--- src/hdl/bmwle_pkg.sv ---
package bmwle_pkg;

   localparam int ROW_COUNT_DEFAULT = 128;
   localparam int WORDS_PER_ROW = 16;
   localparam int WORD_W = 32;
   localparam int ROW_FIELD_W = 7;
   localparam int WORD_IDX_W = 4;
   localparam int MODE_W = 2;
   localparam int OP_W = 4;
   localparam int BANK_W = 4;

   // command word layout
   localparam int CMD_A_LSB = 0;
   localparam int CMD_B_LSB = 8;
   localparam int CMD_C_LSB = 16;
   localparam int CMD_OP_LSB = 24;
   localparam int CMD_BANK_LSB = 28;

   localparam logic [MODE_W-1:0] MODE_WRITE = 2'd0;
   localparam logic [MODE_W-1:0] MODE_READ = 2'd1;
   localparam logic [MODE_W-1:0] MODE_CMD = 2'd2;

   localparam logic [OP_W-1:0] OP_AND = 4'd1;
   localparam logic [OP_W-1:0] OP_OR = 4'd2;
   localparam logic [OP_W-1:0] OP_XOR = 4'd3;
   localparam logic [OP_W-1:0] OP_COPY = 4'd4;
   localparam logic [OP_W-1:0] OP_NOT = 4'd5;
   localparam logic [OP_W-1:0] OP_SHL1 = 4'd6;
   localparam logic [OP_W-1:0] OP_SHL4 = 4'd7;

   localparam int BANK_FIRST [BANK_W] = '{0, 8, 10, 14};

   typedef logic [2:0] step_type;

   localparam step_type STEP_IDLE = 3'd0;
   localparam step_type STEP_WRITE = 3'd1;
   localparam step_type STEP_READ = 3'd2;
   localparam step_type STEP_READ_DONE = 3'd3;
   localparam step_type STEP_CMD = 3'd4;
   localparam step_type STEP_CLOSE = 3'd5;
   localparam step_type STEP_DELIVER = 3'd6;

   typedef enum logic [2:0] {
      COND_NEXT,
      COND_JUMP,
      COND_DISPATCH,
      COND_WORD,
      COND_OUT
   } cond_type;

   typedef struct packed {
      logic     accept;
      logic     bus_write;
      logic     bus_read;
      logic     read_done;
      logic     cmd_issue;
      logic     count_inc;
      logic     deliver;
      cond_type cond;
      step_type target;
   } ctl_type;

   typedef struct packed {
      logic              req_valid;
      logic [MODE_W-1:0] mode;
      logic              last_word;
      logic              out_free;
   } seq_status_type;

   // microprogram ROM: one control word per step
   function automatic ctl_type microcode(step_type s);
      ctl_type c;
      c = '0;
      case (s)
         STEP_IDLE: begin
            c.accept = 1'b1;
            c.cond = COND_DISPATCH;
            c.target = STEP_IDLE;
         end
         STEP_WRITE: begin
            c.bus_write = 1'b1;
            c.cond = COND_JUMP;
            c.target = STEP_DELIVER;
         end
         STEP_READ: begin
            c.bus_read = 1'b1;
            c.cond = COND_NEXT;
         end
         STEP_READ_DONE: begin
            c.read_done = 1'b1;
            c.cond = COND_JUMP;
            c.target = STEP_DELIVER;
         end
         STEP_CMD: begin
            c.cmd_issue = 1'b1;
            c.cond = COND_WORD;
            c.target = STEP_CMD;
         end
         STEP_CLOSE: begin
            c.count_inc = 1'b1;
            c.cond = COND_NEXT;
         end
         STEP_DELIVER: begin
            c.deliver = 1'b1;
            c.cond = COND_OUT;
            c.target = STEP_IDLE;
         end
         default: begin
            c.cond = COND_JUMP;
            c.target = STEP_IDLE;
         end
      endcase
      return c;
   endfunction

   function automatic step_type dispatch(logic [MODE_W-1:0] mode);
      step_type s;
      case (mode)
         MODE_WRITE: s = STEP_WRITE;
         MODE_READ: s = STEP_READ;
         MODE_CMD: s = STEP_CMD;
         default: s = STEP_DELIVER;
      endcase
      return s;
   endfunction

   function automatic logic [1:0] bank_of(logic [WORD_IDX_W-1:0] w);
      logic [1:0] b;
      if (w < WORD_IDX_W'(BANK_FIRST[1])) begin
         b = 2'd0;
      end else if (w < WORD_IDX_W'(BANK_FIRST[2])) begin
         b = 2'd1;
      end else if (w < WORD_IDX_W'(BANK_FIRST[3])) begin
         b = 2'd2;
      end else begin
         b = 2'd3;
      end
      return b;
   endfunction

endpackage

--- src/hdl/bmwle_sequencer.sv ---
module bmwle_sequencer (
   input  logic                     clock,
   input  logic                     reset,
   input  bmwle_pkg::seq_status_type status,
   output bmwle_pkg::ctl_type        ctl,
   output bmwle_pkg::step_type       step
);
   import bmwle_pkg::*;

   step_type step_ff;
   step_type step_in;

   always_ff @(posedge clock) begin
      if (reset) begin
         step_ff <= STEP_IDLE;
      end else begin
         step_ff <= step_in;
      end
   end

   always_comb begin
      ctl = microcode(step_ff);
      step_in = step_ff;
      case (ctl.cond)
         COND_NEXT: step_in = step_ff + 3'd1;
         COND_JUMP: step_in = ctl.target;
         COND_DISPATCH: begin
            if (status.req_valid) begin
               step_in = dispatch(status.mode);
            end
         end
         COND_WORD: begin
            // loop on the word step until the last word is issued
            if (status.last_word) begin
               step_in = step_ff + 3'd1;
            end else begin
               step_in = ctl.target;
            end
         end
         COND_OUT: begin
            if (status.out_free) begin
               step_in = ctl.target;
            end
         end
         default: step_in = STEP_IDLE;
      endcase
   end

   assign step = step_ff;

endmodule

--- config.mk ---
export PLATFORM = sky130hd
export DESIGN_NAME = bmwle_sequencer
export DESIGN_NICKNAME = d
export VERILOG_FILES = /design/src/hdl/bmwle_pkg.sv /design/src/hdl/bmwle_sequencer.sv
export SDC_FILE = /design/constraint.sdc
export NUM_CORES = 1
export LEC_CHECK = 0
export BUFFER_PORTS_ARGS = -buffer_cell sky130_fd_sc_hd__buf_2
export CAP_MARGIN = 20
export CORE_AREA = 10 10 47 49
export CTS_CLUSTER_SIZE = 10
export DETAILED_ROUTE_END_ITERATION = 12
export DIE_AREA = 0 0 57 59
export REMOVE_ABC_BUFFERS = 1
export SYNTH_ARGS = -nofsm -noshare
export SYNTH_HDL_FRONTEND = slang
export SYNTH_SLANG_ARGS = --single-unit
export TNS_END_PERCENT = 10
--- constraint.sdc ---
create_clock -name clock -period 1.7 [get_ports clock]
set_input_delay 0.34 -clock clock [delete_from_list [all_inputs] [get_ports clock]]
set_output_delay 0.34 -clock clock [all_outputs]
set_load 0.03 [all_outputs]
# Yosys cells after proc, flatten, opt, wreduce, memory -nomap -nowiden
# Index checks and enable logic that the tools add are counted.
# word_totals
ff_bits,3
latchBits,0
ramBits,0
mem_bits_ro,0
in_bits,7
out_inout_bits,16
elab_cells,36
mem_count,0
# classes
addsub,1
n_mul,0
n_div,0
n_lt_le_gt_ge,0
n_eq_ne,14
shifts,0
mux,14
bitwise_logic,0
reduce_logical,6
# op_table
cell,count
case mux 3 bit (5 select lines),1
== test 3 x 2 -> 1 bit (second input constant),4
== test 3 bit (second input constant),4
case mux 3 bit (4 select lines),1
two-way mux 3 bit,3
case mux 3 bit (3 select lines),1
two-way mux 1 bit,7
== test 3 x 1 -> 1 bit (second input constant),2
logical NOT 3 bit,2
case mux 3 bit (2 select lines),1
inequality test 2 bit (second input constant),2
OR reduction 2 bit,2
adder 3 x 1 -> 3 bit (second input constant),1
== test 2 x 1 -> 1 bit (second input constant),1
== test 2 bit (second input constant),1
logical NOT 2 bit,1
AND reduction 2 bit,1

# Depth between registers and ports, before layout
# Gate-level depths: netlist of the first run.
# depth
word_depth,6
ltp_mapped,7
ltp_nobuf,6

# Least setup slack after synthesis of the first run
# OpenSTA, ideal clock, no wires.
# synth_timing
kind,register to output
startpoint,reg step_ff[0] (netlist: step[0])
endpoint,out ctl[3] in the netlist's numbering
arrival_time_ps,1951
t_required_ps,1360
setup_slack_ps,-591
path_stages_with_launch,5
n_path_buf,1
path_cell_list,dfxtp_1 -> inv_1 -> ha_1 -> buf_4 -> o31ai_1
# synth_lines
item,line_no,source
from (decl),bmwle_sequencer.sv:10,step_type step_ff;
from (signal assigned),bmwle_sequencer.sv:17,step_ff <= step_in;
to (decl),bmwle_sequencer.sv:5,"output bmwle_pkg::ctl_type ctl,"

==> results of run 1 <==
-- cells in the mapped netlist --
cell and n:
sky130_fd_sc_hd__o31ai_1 1, sky130_fd_sc_hd__o221ai_1 1, sky130_fd_sc_hd__a31o_1 1, sky130_fd_sc_hd__or3_1 1
sky130_fd_sc_hd__a22o_1 3, sky130_fd_sc_hd__a21oi_1 2, sky130_fd_sc_hd__nand2_1 1, sky130_fd_sc_hd__ha_1 6
sky130_fd_sc_hd__nand2b_1 2, sky130_fd_sc_hd__buf_6 1, sky130_fd_sc_hd__dfxtp_1 3, sky130_fd_sc_hd__nor3_2 1
sky130_fd_sc_hd__conb_1 1, sky130_fd_sc_hd__inv_1 5, sky130_fd_sc_hd__a211oi_2 1, sky130_fd_sc_hd__nor3_1 1
sky130_fd_sc_hd__nor2b_1 4, sky130_fd_sc_hd__clkbuf_1 1, sky130_fd_sc_hd__nor4bb_1 1, sky130_fd_sc_hd__buf_2 1
sky130_fd_sc_hd__and2_1 3, sky130_fd_sc_hd__nor2b_2 1, sky130_fd_sc_hd__o21ai_0 4, sky130_fd_sc_hd__o32a_1 1
sky130_fd_sc_hd__a21o_1 1, sky130_fd_sc_hd__nand3b_1 1, sky130_fd_sc_hd__or2_2 1, sky130_fd_sc_hd__and2_4 1
sky130_fd_sc_hd__o2bb2ai_1 1, sky130_fd_sc_hd__buf_4 2, sky130_fd_sc_hd__nor2_1 3
-- final timing paths --
kind | cells after the start | slack, ps | endpoint
max | 5 | 10 | ctl[5]
min | 2 | 330 | step[2]
max reg2reg | 7 | 60 | step[0]
min reg2reg | 2 | 620 | step[1]
-- report_power, final --
| part | switching (mW) | total [mW] | internal (mW) |
|---|---|---|---|
| sequential | 0.0706 | 0.183 | 0.112 |
| combinational | 0.745 | 1.33 | 0.583 |
| clock | 0.0347 | 0.122 | 0.0878 |
| total | 0.851 | 1.63 | 0.783 |
-- cell type report --
class / instances / area [um2] / area share
inverters: 5 / 23.77 / 0.03293
repair buffers: 30 / 191.4 / 0.2652
flip-flops and latches: 3 / 68.82 / 0.09532
multi-input cells: 44 / 391.6 / 0.5425
clock buffers: 4 / 26.28 / 0.03640
well taps: 16 / 20.02 / 0.02773
-- routing by layer --
layer	part of all wire	vias to the layer above
li1	-	256
met1	0.40	227
met2	0.57	9
met3	0.033	0
met4	0	0
met5	0	-
-- cells in the final DEF, fill, tap and decap left out, types with 3 or more instances in the layout --
cell type and instances:
sky130_fd_sc_hd__o21ai_0 3, sky130_fd_sc_hd__clkbuf_4 3, sky130_fd_sc_hd__ha_1 3, sky130_fd_sc_hd__nor2b_1 4
sky130_fd_sc_hd__inv_1 3, sky130_fd_sc_hd__buf_2 18, sky130_fd_sc_hd__buf_4 9, sky130_fd_sc_hd__a22o_1 3
sky130_fd_sc_hd__buf_6 3, sky130_fd_sc_hd__ha_4 3
-- cells by family (layout without fill, tap and decap cells) --
family	count (synthesis)	in the layout	synth area share
DFF	3	3	0.1345
other	1	1	0.008395
buffers and inverters	10	39	0.1204
AOI/OAI and AO/OA	16	16	0.2689
and+or+nand+nor	21	21	0.2997
adders and majority gates	6	6	0.1681
-- metrics by stage --
stage / hold WS [ps] / total power, mW / std cells / util / setup WS, ps
after floorplan: 437.6 / 0.8884 / 52 / - / -684.8
after global placement: 536.4 / 1.224 / 95 / 0.4152 / 58.97
after detailed placement: 558.7 / 1.239 / 95 / 0.4152 / 2.956
after CTS: 327.4 / 1.555 / 102 / 0.4955 / 5.816
after global routing: 359.7 / 1.747 / 102 / 0.5152 / -15.24
final: 332.8 / 1.633 / 102 / 0.5152 / 13.39
-- repair_timing --
| item | CTS | global route |
|---|---|---|
| gates resized for setup | 20 | 9 |
| setup endpoints to repair | 6 | 6 |
| pin swaps | 1 | 5 |
| setup buffers | 3 | 0 |
==> results.rst, run 1 <==
.. list-table::
   :header-rows: 1

   * - Metric
     - Value
   * - Overflow left after global routing
     - 0
   * - Std-Cell Rows
     - 14
   * - Sequential element share of the synthesized area
     - 0.1345
   * - Power density over the cells
     - 2262 mW/mm2
   * - Library cell occupying the most area in the post-synthesis netlist
     - sky130_fd_sc_hd__ha_1
   * - Layout area overhead
     - 61.62%
   * - Die Footprint
     - 0.003363 mm2
   * - Worst Clk Skew
     - 1.343 ps
   * - Initial standard-cell utilization of the core
     - 0.3187
   * - Kind of end point of the critical path
     - output pin
   * - Worst path most repeated cell
     - sky130_fd_sc_hd__buf_4
   * - Avg Inst Size Synth
     - 7.836 um2
   * - Largest delay share family, worst path
     - buffers and inverters
   * - Share of the clock period used by the worst path after layout
     - 0.9921
   * - CTS H-tree depth
     - 1
   * - Global placement routability congestion
     - 0.7801
   * - Yosys cell types
     - 31
   * - Final hold vios
     - 0
   * - # clock sinks
     - 3
   * - Run status
     - finished, final reports clean
   * - Number of optimization iterations in the first detailed-route pass
     - 4
   * - Largest cells by area after synthesis
     - sky130_fd_sc_hd__ha_1 17%, sky130_fd_sc_hd__dfxtp_1 13%, sky130_fd_sc_hd__a22o_1 5.9%, sky130_fd_sc_hd__nor2b_1 5.6%, sky130_fd_sc_hd__o21ai_0 4.5%
   * - Max FFs per register
     - 3
   * - Final routed DRC violation total
     - 0
   * - Number of buffers created by CTS
     - 3
   * - Vias
     - 492
   * - Maximum capacitance violations
     - 0
   * - Min-delay src
     - reset
   * - Count of boundary I/O pins
     - 23
   * - Setup TNS after final layout
     - 0 ps
   * - Most Used Layer, Global Route
     - met2
   * - Fmax achieved
     - 0.5929 GHz
   * - Worst-path cell chain
     - buf_4 > ha_4 > buf_4 > and2_1 > buf_2
   * - Floorplan Core Area
     - 0.001401 mm2
   * - Chip width
     - 57 um
   * - Gate Count Post-Synth
     - 57
   * - Post-route ant nets
     - 0
   * - Startpoint Class
     - register
   * - Number of buffers and inverters on the critical path
     - 3
   * - Global routing usage summed across all routing layers
     - 0.07350
   * - Starting DRT DRC Count
     - 4
   * - Total inserted antenna cells
     - 0
   * - Total placed instance area
     - 581.8 um2
   * - Leakage power figure
     - 0.3487 nW
   * - GR Util met2
     - 0.1380
   * - IR Drop Worst-Case VDD
     - 927.4 uV
   * - Number of port buffers
     - 21
   * - Count of nets after finishing
     - 100
   * - Slowest stage cell, crit path
     - sky130_fd_sc_hd__dfxtp_4
   * - Via count of the first global-routing pass
     - 502
   * - Via density
     - 4.824
   * - Yosys warning count
     - 0
   * - GR Util met3
     - 0.01288
   * - CTS clock-pin slew for the worst setup and hold paths
     - 40 ps
   * - CP Class
     - register to output pin
   * - Maximum number of pins on one net before global-route repair
     - 16
   * - Post-layout minimum cycle time
     - 1687 ps
   * - Combined area of all synthesized cells
     - 446.7 um2
   * - Path type of the worst min-delay path
     - primary input to register
   * - Filler Cells Inserted
     - 139
   * - Setup repair after global routing missed its margin
     - true
   * - Flip-flop and latch count after synthesis
     - 3
   * - Crit-path max FO
     - 6
   * - Die Y
     - 59 um
   * - First-pass GRT wire length
     - 2.125 mm
   * - Worst reg2reg startpoint
     - step[1]
   * - Share of the synthesized area in the top cell type
     - 0.1681
   * - Fraction of layout cells with a size suffix above 1
     - 0.5814
   * - GR Util met1
     - 0.07848
   * - Max-slew violation count
     - 0
   * - HPWL Detailed
     - 1.037 mm
   * - Required time of the critical path
     - 1360 ps
   * - Worst EP arrival
     - 1350 ps
   * - WL per Instance
     - 13.75 um
   * - Final Instance Area
     - 721.9 um2
   * - Initial antenna violation count
     - 0
   * - Maximum single-stage delay on the critical path
     - 350 ps
   * - Clock tree buffer depth
     - 2
   * - Root cell of the clock tree
     - sky130_fd_sc_hd__clkbuf_4
   * - Later-pin clock latency in the skew report
     - 230 ps
   * - CTS tree
     - done
   * - Final-report setup violation count
     - 0
   * - DRT Wirelength
     - 1.403 mm
   * - Hold buffer count at CTS
     - 0
   * - First element of the critical path
     - step[1]
Note: power is estimated with default switching activity, not from simulation.
==> run 2: changes to the inputs <==
REMOVE_ABC_BUFFERS = unset   (was 1)
==> run 2 against run 1 <==
  * Final area is 6.6% higher
  * Global-route usage up 0.26 points
  * Clock skew down 0.96 ps
  * Final cell count is 2.9% higher
  * Sequential power about the same
  * Total power increased by 5.2%
  * Via count grew 3.7%
  * Register-to-register slack improved by 40 ps
  * Setup slack better by 6.1 ps
  * Maximum frequency grew 0.37%
  * Critical path depth stayed put
  * Critical path type unchanged
  * Highest routed layer unchanged
==> results.rst, run 2 (same netlist as run 1, synthesis figures left out) <==
.. list-table::
   :header-rows: 1

   * - Metric
     - Value
   * - # clock sinks
     - 3 (unchanged)
   * - Maximum number of pins on one net before global-route repair
     - 17 (+1)
   * - WL per Instance
     - 13.71 um (-0.30%)
   * - Via count of the first global-routing pass
     - 482 (-4.0%)
   * - Hold slack
     - 334.5 ps (+1.731 ps)
   * - Power density over the cells
     - 2234 mW/mm2 (-1.3%)
   * - IR Drop Worst-Case VDD
     - 869.8 uV (-6.2%)
   * - Chip width
     - 57 um (unchanged)
   * - CTS H-tree depth
     - 1 (unchanged)
   * - Total placed instance area
     - 618.1 um2 (+6.2%)
   * - Kind of end point of the critical path
     - output pin
   * - Later-pin clock latency in the skew report
     - 230 ps (about the same)
   * - Synthesized Nets
     - 70
   * - Initial standard-cell utilization of the core
     - 0.3187 (unchanged)
   * - Path type of the worst min-delay path
     - primary input to register
   * - Number of port buffers
     - 21 (unchanged)
   * - Die Footprint
     - 0.003363 mm2 (unchanged)
   * - CTS tree
     - done
   * - Worst Clk Skew
     - 0.3839 ps (-0.9594 ps)
   * - Count of nets after finishing
     - 103 (+3.0%)
   * - Layout area overhead
     - 72.27%
   * - HPWL Detailed
     - 1.035 mm (-0.11%)
   * - Floorplan Core Area
     - 0.001401 mm2 (unchanged)
   * - Required time of the critical path
     - 1360 ps (about the same)
   * - Via density
     - 4.857 (+0.70%)
   * - Hold buffer count at CTS
     - 0 (unchanged)
   * - Clock tree buffer depth
     - 2 (unchanged)
   * - Worst-path cell chain
     - inv_4 > ha_4 > and2_4 > or2_4 > buf_6
   * - Endpoint of the worst setup timing path
     - ctl[2]
   * - CTS clock-pin slew for the worst setup and hold paths
     - 30 ps (about the same)
   * - Initial antenna violation count
     - 0 (unchanged)
   * - First element of the critical path
     - step[1]
   * - Std-Cell Rows
     - 14 (unchanged)
   * - Vias
     - 510 (+3.7%)
   * - Post-layout minimum cycle time
     - 1680 ps (-6.135 ps)
   * - Most used cells in the layout excluding fill and tap cells
     - 17 x sky130_fd_sc_hd__buf_2, 10 x sky130_fd_sc_hd__buf_4, 5 x sky130_fd_sc_hd__buf_6
   * - Most frequent standard cell in the layout excluding fill and tap cells
     - sky130_fd_sc_hd__buf_2
   * - Startpoint Class
     - register
   * - Root cell of the clock tree
     - sky130_fd_sc_hd__clkbuf_4
   * - Max FFs per register
     - 3 (unchanged)
   * - Maximum single-stage delay on the critical path
     - 370 ps (+20 ps)
   * - Final routed DRC violation total
     - 0 (unchanged)
   * - Global routing usage summed across all routing layers
     - 0.07606 (+0.002561)
   * - First-pass GRT wire length
     - 2.097 mm (-1.3%)
   * - Final-report setup violation count
     - 0 (unchanged)
   * - Worst EP arrival
     - 1340 ps (about the same)
   * - Crit-path max FO
     - 6 (unchanged)
   * - Fmax achieved
     - 0.5951 GHz (+0.37%)
   * - Run status
     - finished, final reports clean
   * - Overflow left after global routing
     - 0 (unchanged)
   * - Share of the clock period used by the worst path after layout
     - 0.9885 (-0.003609)
   * - Final hold vios
     - 0 (unchanged)
   * - Count of boundary I/O pins
     - 23 (unchanged)
   * - Die Y
     - 59 um (unchanged)
   * - Post-layout total power
     - 1.719 mW (+5.2%)
   * - Maximum capacitance violations
     - 0 (unchanged)
   * - Fraction of layout cells with a size suffix above 1
     - 0.6517 (+0.07029)
   * - DRT Wirelength
     - 1.440 mm (+2.6%)
   * - Post-route ant nets
     - 0 (unchanged)
   * - CP Class
     - register to output pin
   * - Setup repair after global routing missed its margin
     - true
   * - Number of cell instances on the worst register-to-register path
     - 7 (unchanged)
   * - R2R setup slack
     - 100 ps (+40 ps)
   * - Number of buffers created by CTS
     - 3 (unchanged)
   * - Number of optimization iterations in the first detailed-route pass
     - 4 (unchanged)
   * - Total inserted antenna cells
     - 0 (unchanged)
   * - End of the worst register-to-register path
     - step[1]
   * - Global placement routability congestion
     - 0.7679 (-1.6%)
   * - Slowest stage cell, crit path
     - sky130_fd_sc_hd__dfxtp_4
   * - Final Instance Area
     - 769.5 um2 (+6.6%)
   * - Leakage power figure
     - 0.3572 nW (+2.5%)
   * - Max-slew violation count
     - 0 (unchanged)
   * - Starting DRT DRC Count
     - 5 (+1)
   * - Worst reg2reg startpoint
     - step[0]
[run 2: cell count changes in the layout (fill, tap and decap cells not counted), sizes merged]
cell and delta:
buf +2, clkbuf +1
[run 2: through the flow]
step | setup WS [ps] | setup TNS [ps] | std cells | utilization
2_1_floorplan | 9.492 | 0 | 57 | -
3_3_place_gp | -14.34 | -14.34 | 96 | 0.4411
3_5_place_dp | -8.961 | -8.961 | 96 | 0.4411
4_1_cts | -49.43 | -98.45 | 100 | 0.4821
5_1_grt | -20.87 | -52.15 | 105 | 0.5491
6_report | 19.52 | 0 | 105 | 0.5491
[run 2: routing by layer]
metal	routed length, um	vias to the layer above	global-route usage
met5	0	-	0
met4	0	0	0.04027
met3	64	0	0.02146
met2	795	13	0.1287
met1	579	237	0.08432
li1	-	260	-
[run 2: repair_timing]
item,4_1_cts,5_1_grt
resized for setup,10,17
setup endpoints to repair,8,7
setup buffers,0,5
endpoints found under the hold margin,0,0
pin swaps,0,6
cloned,0,0
[run 2: final cells by class]
cell class | instances | area [um2]
clock buffers | 4 | 26.28
fillers | 146 | 631.9
inverters | 5 | 21.27
multi-input cells | 44 | 411.6
flip-flops and latches | 3 | 68.82
well taps | 16 | 20.02
repair buffers | 33 | 221.5
[run 2: power breakdown]
| group | leakage, nW | switching, mW | total [mW] | internal (mW) |
|---|---|---|---|---|
| combinational | 0.316 | 0.778 | 1.42 | 0.638 |
| clock | 0.0150 | 0.0331 | 0.121 | 0.0877 |
| sequential | 0.0264 | 0.0705 | 0.182 | 0.112 |
| total | 0.357 | 0.881 | 1.72 | 0.837 |
[run 2: worst min-delay path by stage]
stage	start	end	cells after the start
floorplan	reset	step[2]	1
finish	reset	step[2]	2
detailed placement	reset	step[2]	2
CTS	reset	step[2]	2
global placement	reset	step[2]	2
global route	reset	step[2]	2
[run 2: critical path, delay by kind of cell, from the launching register on]
kind / cells / cell delay, ps
flops: 1 / 370
buf+inv: 2 / 200
simple gates: 2 / 370
fa+ha+maj: 1 / 180
==> run 3: changes to the inputs <==
SETUP_SLACK_MARGIN = 0.05   (was unset)
==> run 3 against run 2 <==
  * The run now ends with setup timing left
  * Critical path type unchanged
  * Largest cell class unchanged
  * Final cell count shrank 3.8%
  * Clock skew grew 6.0 ps
  * Sequential power grew 14%
  * Final area shrank 6.5%
  * Flip-flop and latch count is the same
  * First-iteration DRC count grew 140%
  * Core utilization shrank 3.6 points
  * Critical path depth is the same
  * Count of clock-buffer cells in the layout is the same
  * Total power shrank 5.4%
  * Setup slack lost 34 ps
  * Via count shrank 1.6%
==> results.rst, run 3 (same netlist as run 1, synthesis figures left out) <==
.. list-table::
   :header-rows: 1

   * - Metric
     - Value
   * - Post-route ant nets
     - 0 (unchanged)
   * - IR Drop Worst-Case VDD
     - 871.1 uV (+0.15%)
   * - Setup repair after global routing missed its margin
     - true
   * - Crit path setup slack, layout
     - -14.48 ps (-34.00 ps)
   * - Logic pwr share
     - 0.794 (-0.030)
   * - Count of boundary I/O pins
     - 23 (unchanged)
   * - Final Instance Area
     - 719.4 um2 (-6.5%)
   * - Setup TNS after final layout
     - -14.48 ps (-14.48 ps)
   * - Maximum capacitance violations
     - 0 (unchanged)
   * - Startpoint Class
     - register
   * - Number of buffers created by CTS
     - 3 (unchanged)
   * - Number of cell instances on the worst register-to-register path
     - 7 (unchanged)
   * - Final routed DRC violation total
     - 0 (unchanged)
   * - Share of the clock period used by the worst path after layout
     - 1.009 (+0.02000)
   * - Std-Cell Rows
     - 14 (unchanged)
   * - Root cell of the clock tree
     - sky130_fd_sc_hd__clkbuf_4
   * - Power density over the cells
     - 2259 mW/mm2 (+1.1%)
   * - Fmax achieved
     - 0.5833 GHz (-2.0%)
   * - Count of nets after finishing
     - 99 (-3.9%)
   * - Max FFs per register
     - 3 (unchanged)
   * - CTS tree
     - done
   * - Total inserted antenna cells
     - 0 (unchanged)
   * - Later-pin clock latency in the skew report
     - 240 ps (about the same)
   * - Starting DRT DRC Count
     - 12 (+7)
   * - Final hold vios
     - 0 (unchanged)
   * - Post-layout minimum cycle time
     - 1714 ps (+34.00 ps)
   * - Global placement routability congestion
     - 0.8198 (+6.8%)
   * - Most used cells in the layout excluding fill and tap cells
     - 15 x sky130_fd_sc_hd__buf_2, 9 x sky130_fd_sc_hd__buf_4, 4 x sky130_fd_sc_hd__ha_1, 4 x sky130_fd_sc_hd__clkbuf_4, 4 x sky130_fd_sc_hd__buf_6
   * - CP Class
     - register to output pin
   * - Proportion of total power due to net switching
     - 0.5230 (+0.01016)
   * - Clk pwr share
     - 0.079 (+0.009)
   * - Final-report setup violation count
     - 1 (+1)
   * - Initial antenna violation count
     - 0 (unchanged)
   * - Floorplan Core Area
     - 0.001401 mm2 (unchanged)
   * - Switch Pwr
     - 0.8500 mW (-3.6%)
   * - Via density
     - 4.970 (+2.3%)
   * - Fraction of layout cells with a size suffix above 1
     - 0.5647 (-0.08698)
   * - Run status
     - finished, violations left
   * - First-pass GRT wire length
     - 2.304 mm (+9.9%)
   * - Via count of the first global-routing pass
     - 524 (+8.7%)
   * - Internal power
     - 0.7753 mW (-7.4%)
   * - Layout area overhead
     - 61.06%
   * - Chip width
     - 57 um (unchanged)
   * - Maximum number of pins on one net before global-route repair
     - 16 (-1)
   * - Required time of the critical path
     - 1360 ps (about the same)
   * - Die Y
     - 59 um (unchanged)
   * - Die Footprint
     - 0.003363 mm2 (unchanged)
   * - Synthesized Nets
     - 70 (unchanged)
   * - Overflow left after global routing
     - 0 (unchanged)
   * - Kind of end point of the critical path
     - output pin
   * - Max-slew violation count
     - 0 (unchanged)
   * - Global routing usage summed across all routing layers
     - 0.08297 (+0.006914)
   * - Leakage power figure
     - 0.3442 nW (-3.6%)
   * - Setup slack at placement
     - -7.573 ps (+1.389 ps)
   * - Number of optimization iterations in the first detailed-route pass
     - 4 (unchanged)
   * - Total placed instance area
     - 598.1 um2 (-3.2%)
   * - DRT Wirelength
     - 1.427 mm (-0.90%)
   * - Vias
     - 502 (-1.6%)
   * - HPWL Detailed
     - 1.056 mm (+2.0%)
   * - Path type of the worst min-delay path
     - primary input to register
   * - Worst EP arrival
     - 1370 ps (+30 ps)
   * - Most frequent standard cell in the layout excluding fill and tap cells
     - sky130_fd_sc_hd__buf_2
   * - WL per Instance
     - 14.13 um (+3.0%)
   * - Violated checks
     - setup timing
   * - Hold Path Depth
     - 2 (unchanged)
   * - Worst Clk Skew
     - 6.371 ps (+5.987 ps)
   * - CTS clock-pin slew for the worst setup and hold paths
     - 40 ps (about the same)
   * - CTS H-tree depth
     - 1 (unchanged)
   * - Hold slack
     - 329.1 ps (-5.423 ps)
   * - Clock tree buffer depth
     - 2 (unchanged)
   * - Part of the power in registers
     - 0.127 (+0.021)
   * - Post-layout total power
     - 1.625 mW (-5.4%)
   * - # clock sinks
     - 3 (unchanged)
   * - Number of port buffers
     - 21 (unchanged)
   * - Crit-path max FO
     - 6 (unchanged)
   * - Initial standard-cell utilization of the core
     - 0.3187 (unchanged)
-- run 3: cell types whose count changed in the layout (fill, tap and decap cells not counted), sizes merged --
cell	previous run	this run
buf	32	28
-- run 3: worst paths after layout --
| path | startpoint | endpoint | slack, ps |
|---|---|---|---|
| worst min register to register | step[1] | step[1] | 660 |
| worst min-delay path | reset | step[2] | 330 |
| worst max register to register | step[0] | step[1] | 120 |
| worst max-delay path | step[1] | ctl[2] | -10 |
-- run 3: final cells by class --
type | instances | area (um2)
fill | 147 | 681.9
clock buffer | 4 | 26.28
inverter | 5 | 23.77
sequential | 3 | 71.32
timing repair buffer | 29 | 195.2
tap | 16 | 20.02
multi-input combinational | 44 | 382.9
-- run 3: power by group through the flow --
stage               logic, mW  registers [mW]  clock network [mW]
global placement         1.10           0.187                   0
floorplan               0.842           0.202                   0
finish                   1.29           0.207               0.128
CTS                      1.24           0.196               0.129
global route             1.39           0.216               0.140
detailed placement       1.09           0.186                   0
-- run 3: layer usage --
layer / vias up / global-route usage / wire length [um]
met1: 238 / 0.08670 / 620
met4: 0 / 0.04027 / 10
li1: 250 / - / -
met5: - / 0 / 0
met3: 2 / 0.02361 / 31
met2: 12 / 0.1488 / 765
-- run 3: repair_timing --
item                                    4_1_cts  5_1_grt
hold buffers                                  0        0
gates resized for setup                      13        9
endpoints found under the setup margin       14       10
pin swaps                                     1        3
buffers inserted                              3        1
-- run 3: worst max-delay path: stages, from the launching register on --
cell and delay, ps:
sky130_fd_sc_hd__dfxtp_4 390, sky130_fd_sc_hd__inv_4 60, sky130_fd_sc_hd__ha_4 180, sky130_fd_sc_hd__and2_4 160, sky130_fd_sc_hd__or2_4 220, sky130_fd_sc_hd__buf_6 130
-- run 3: stage by stage --
stage / std cells / util
after floorplan: 57 / -
after global placement: 93 / 0.4268
after detailed placement: 93 / 0.4268
after CTS: 100 / 0.4938
after global routing: 101 / 0.5134
final: 101 / 0.5134
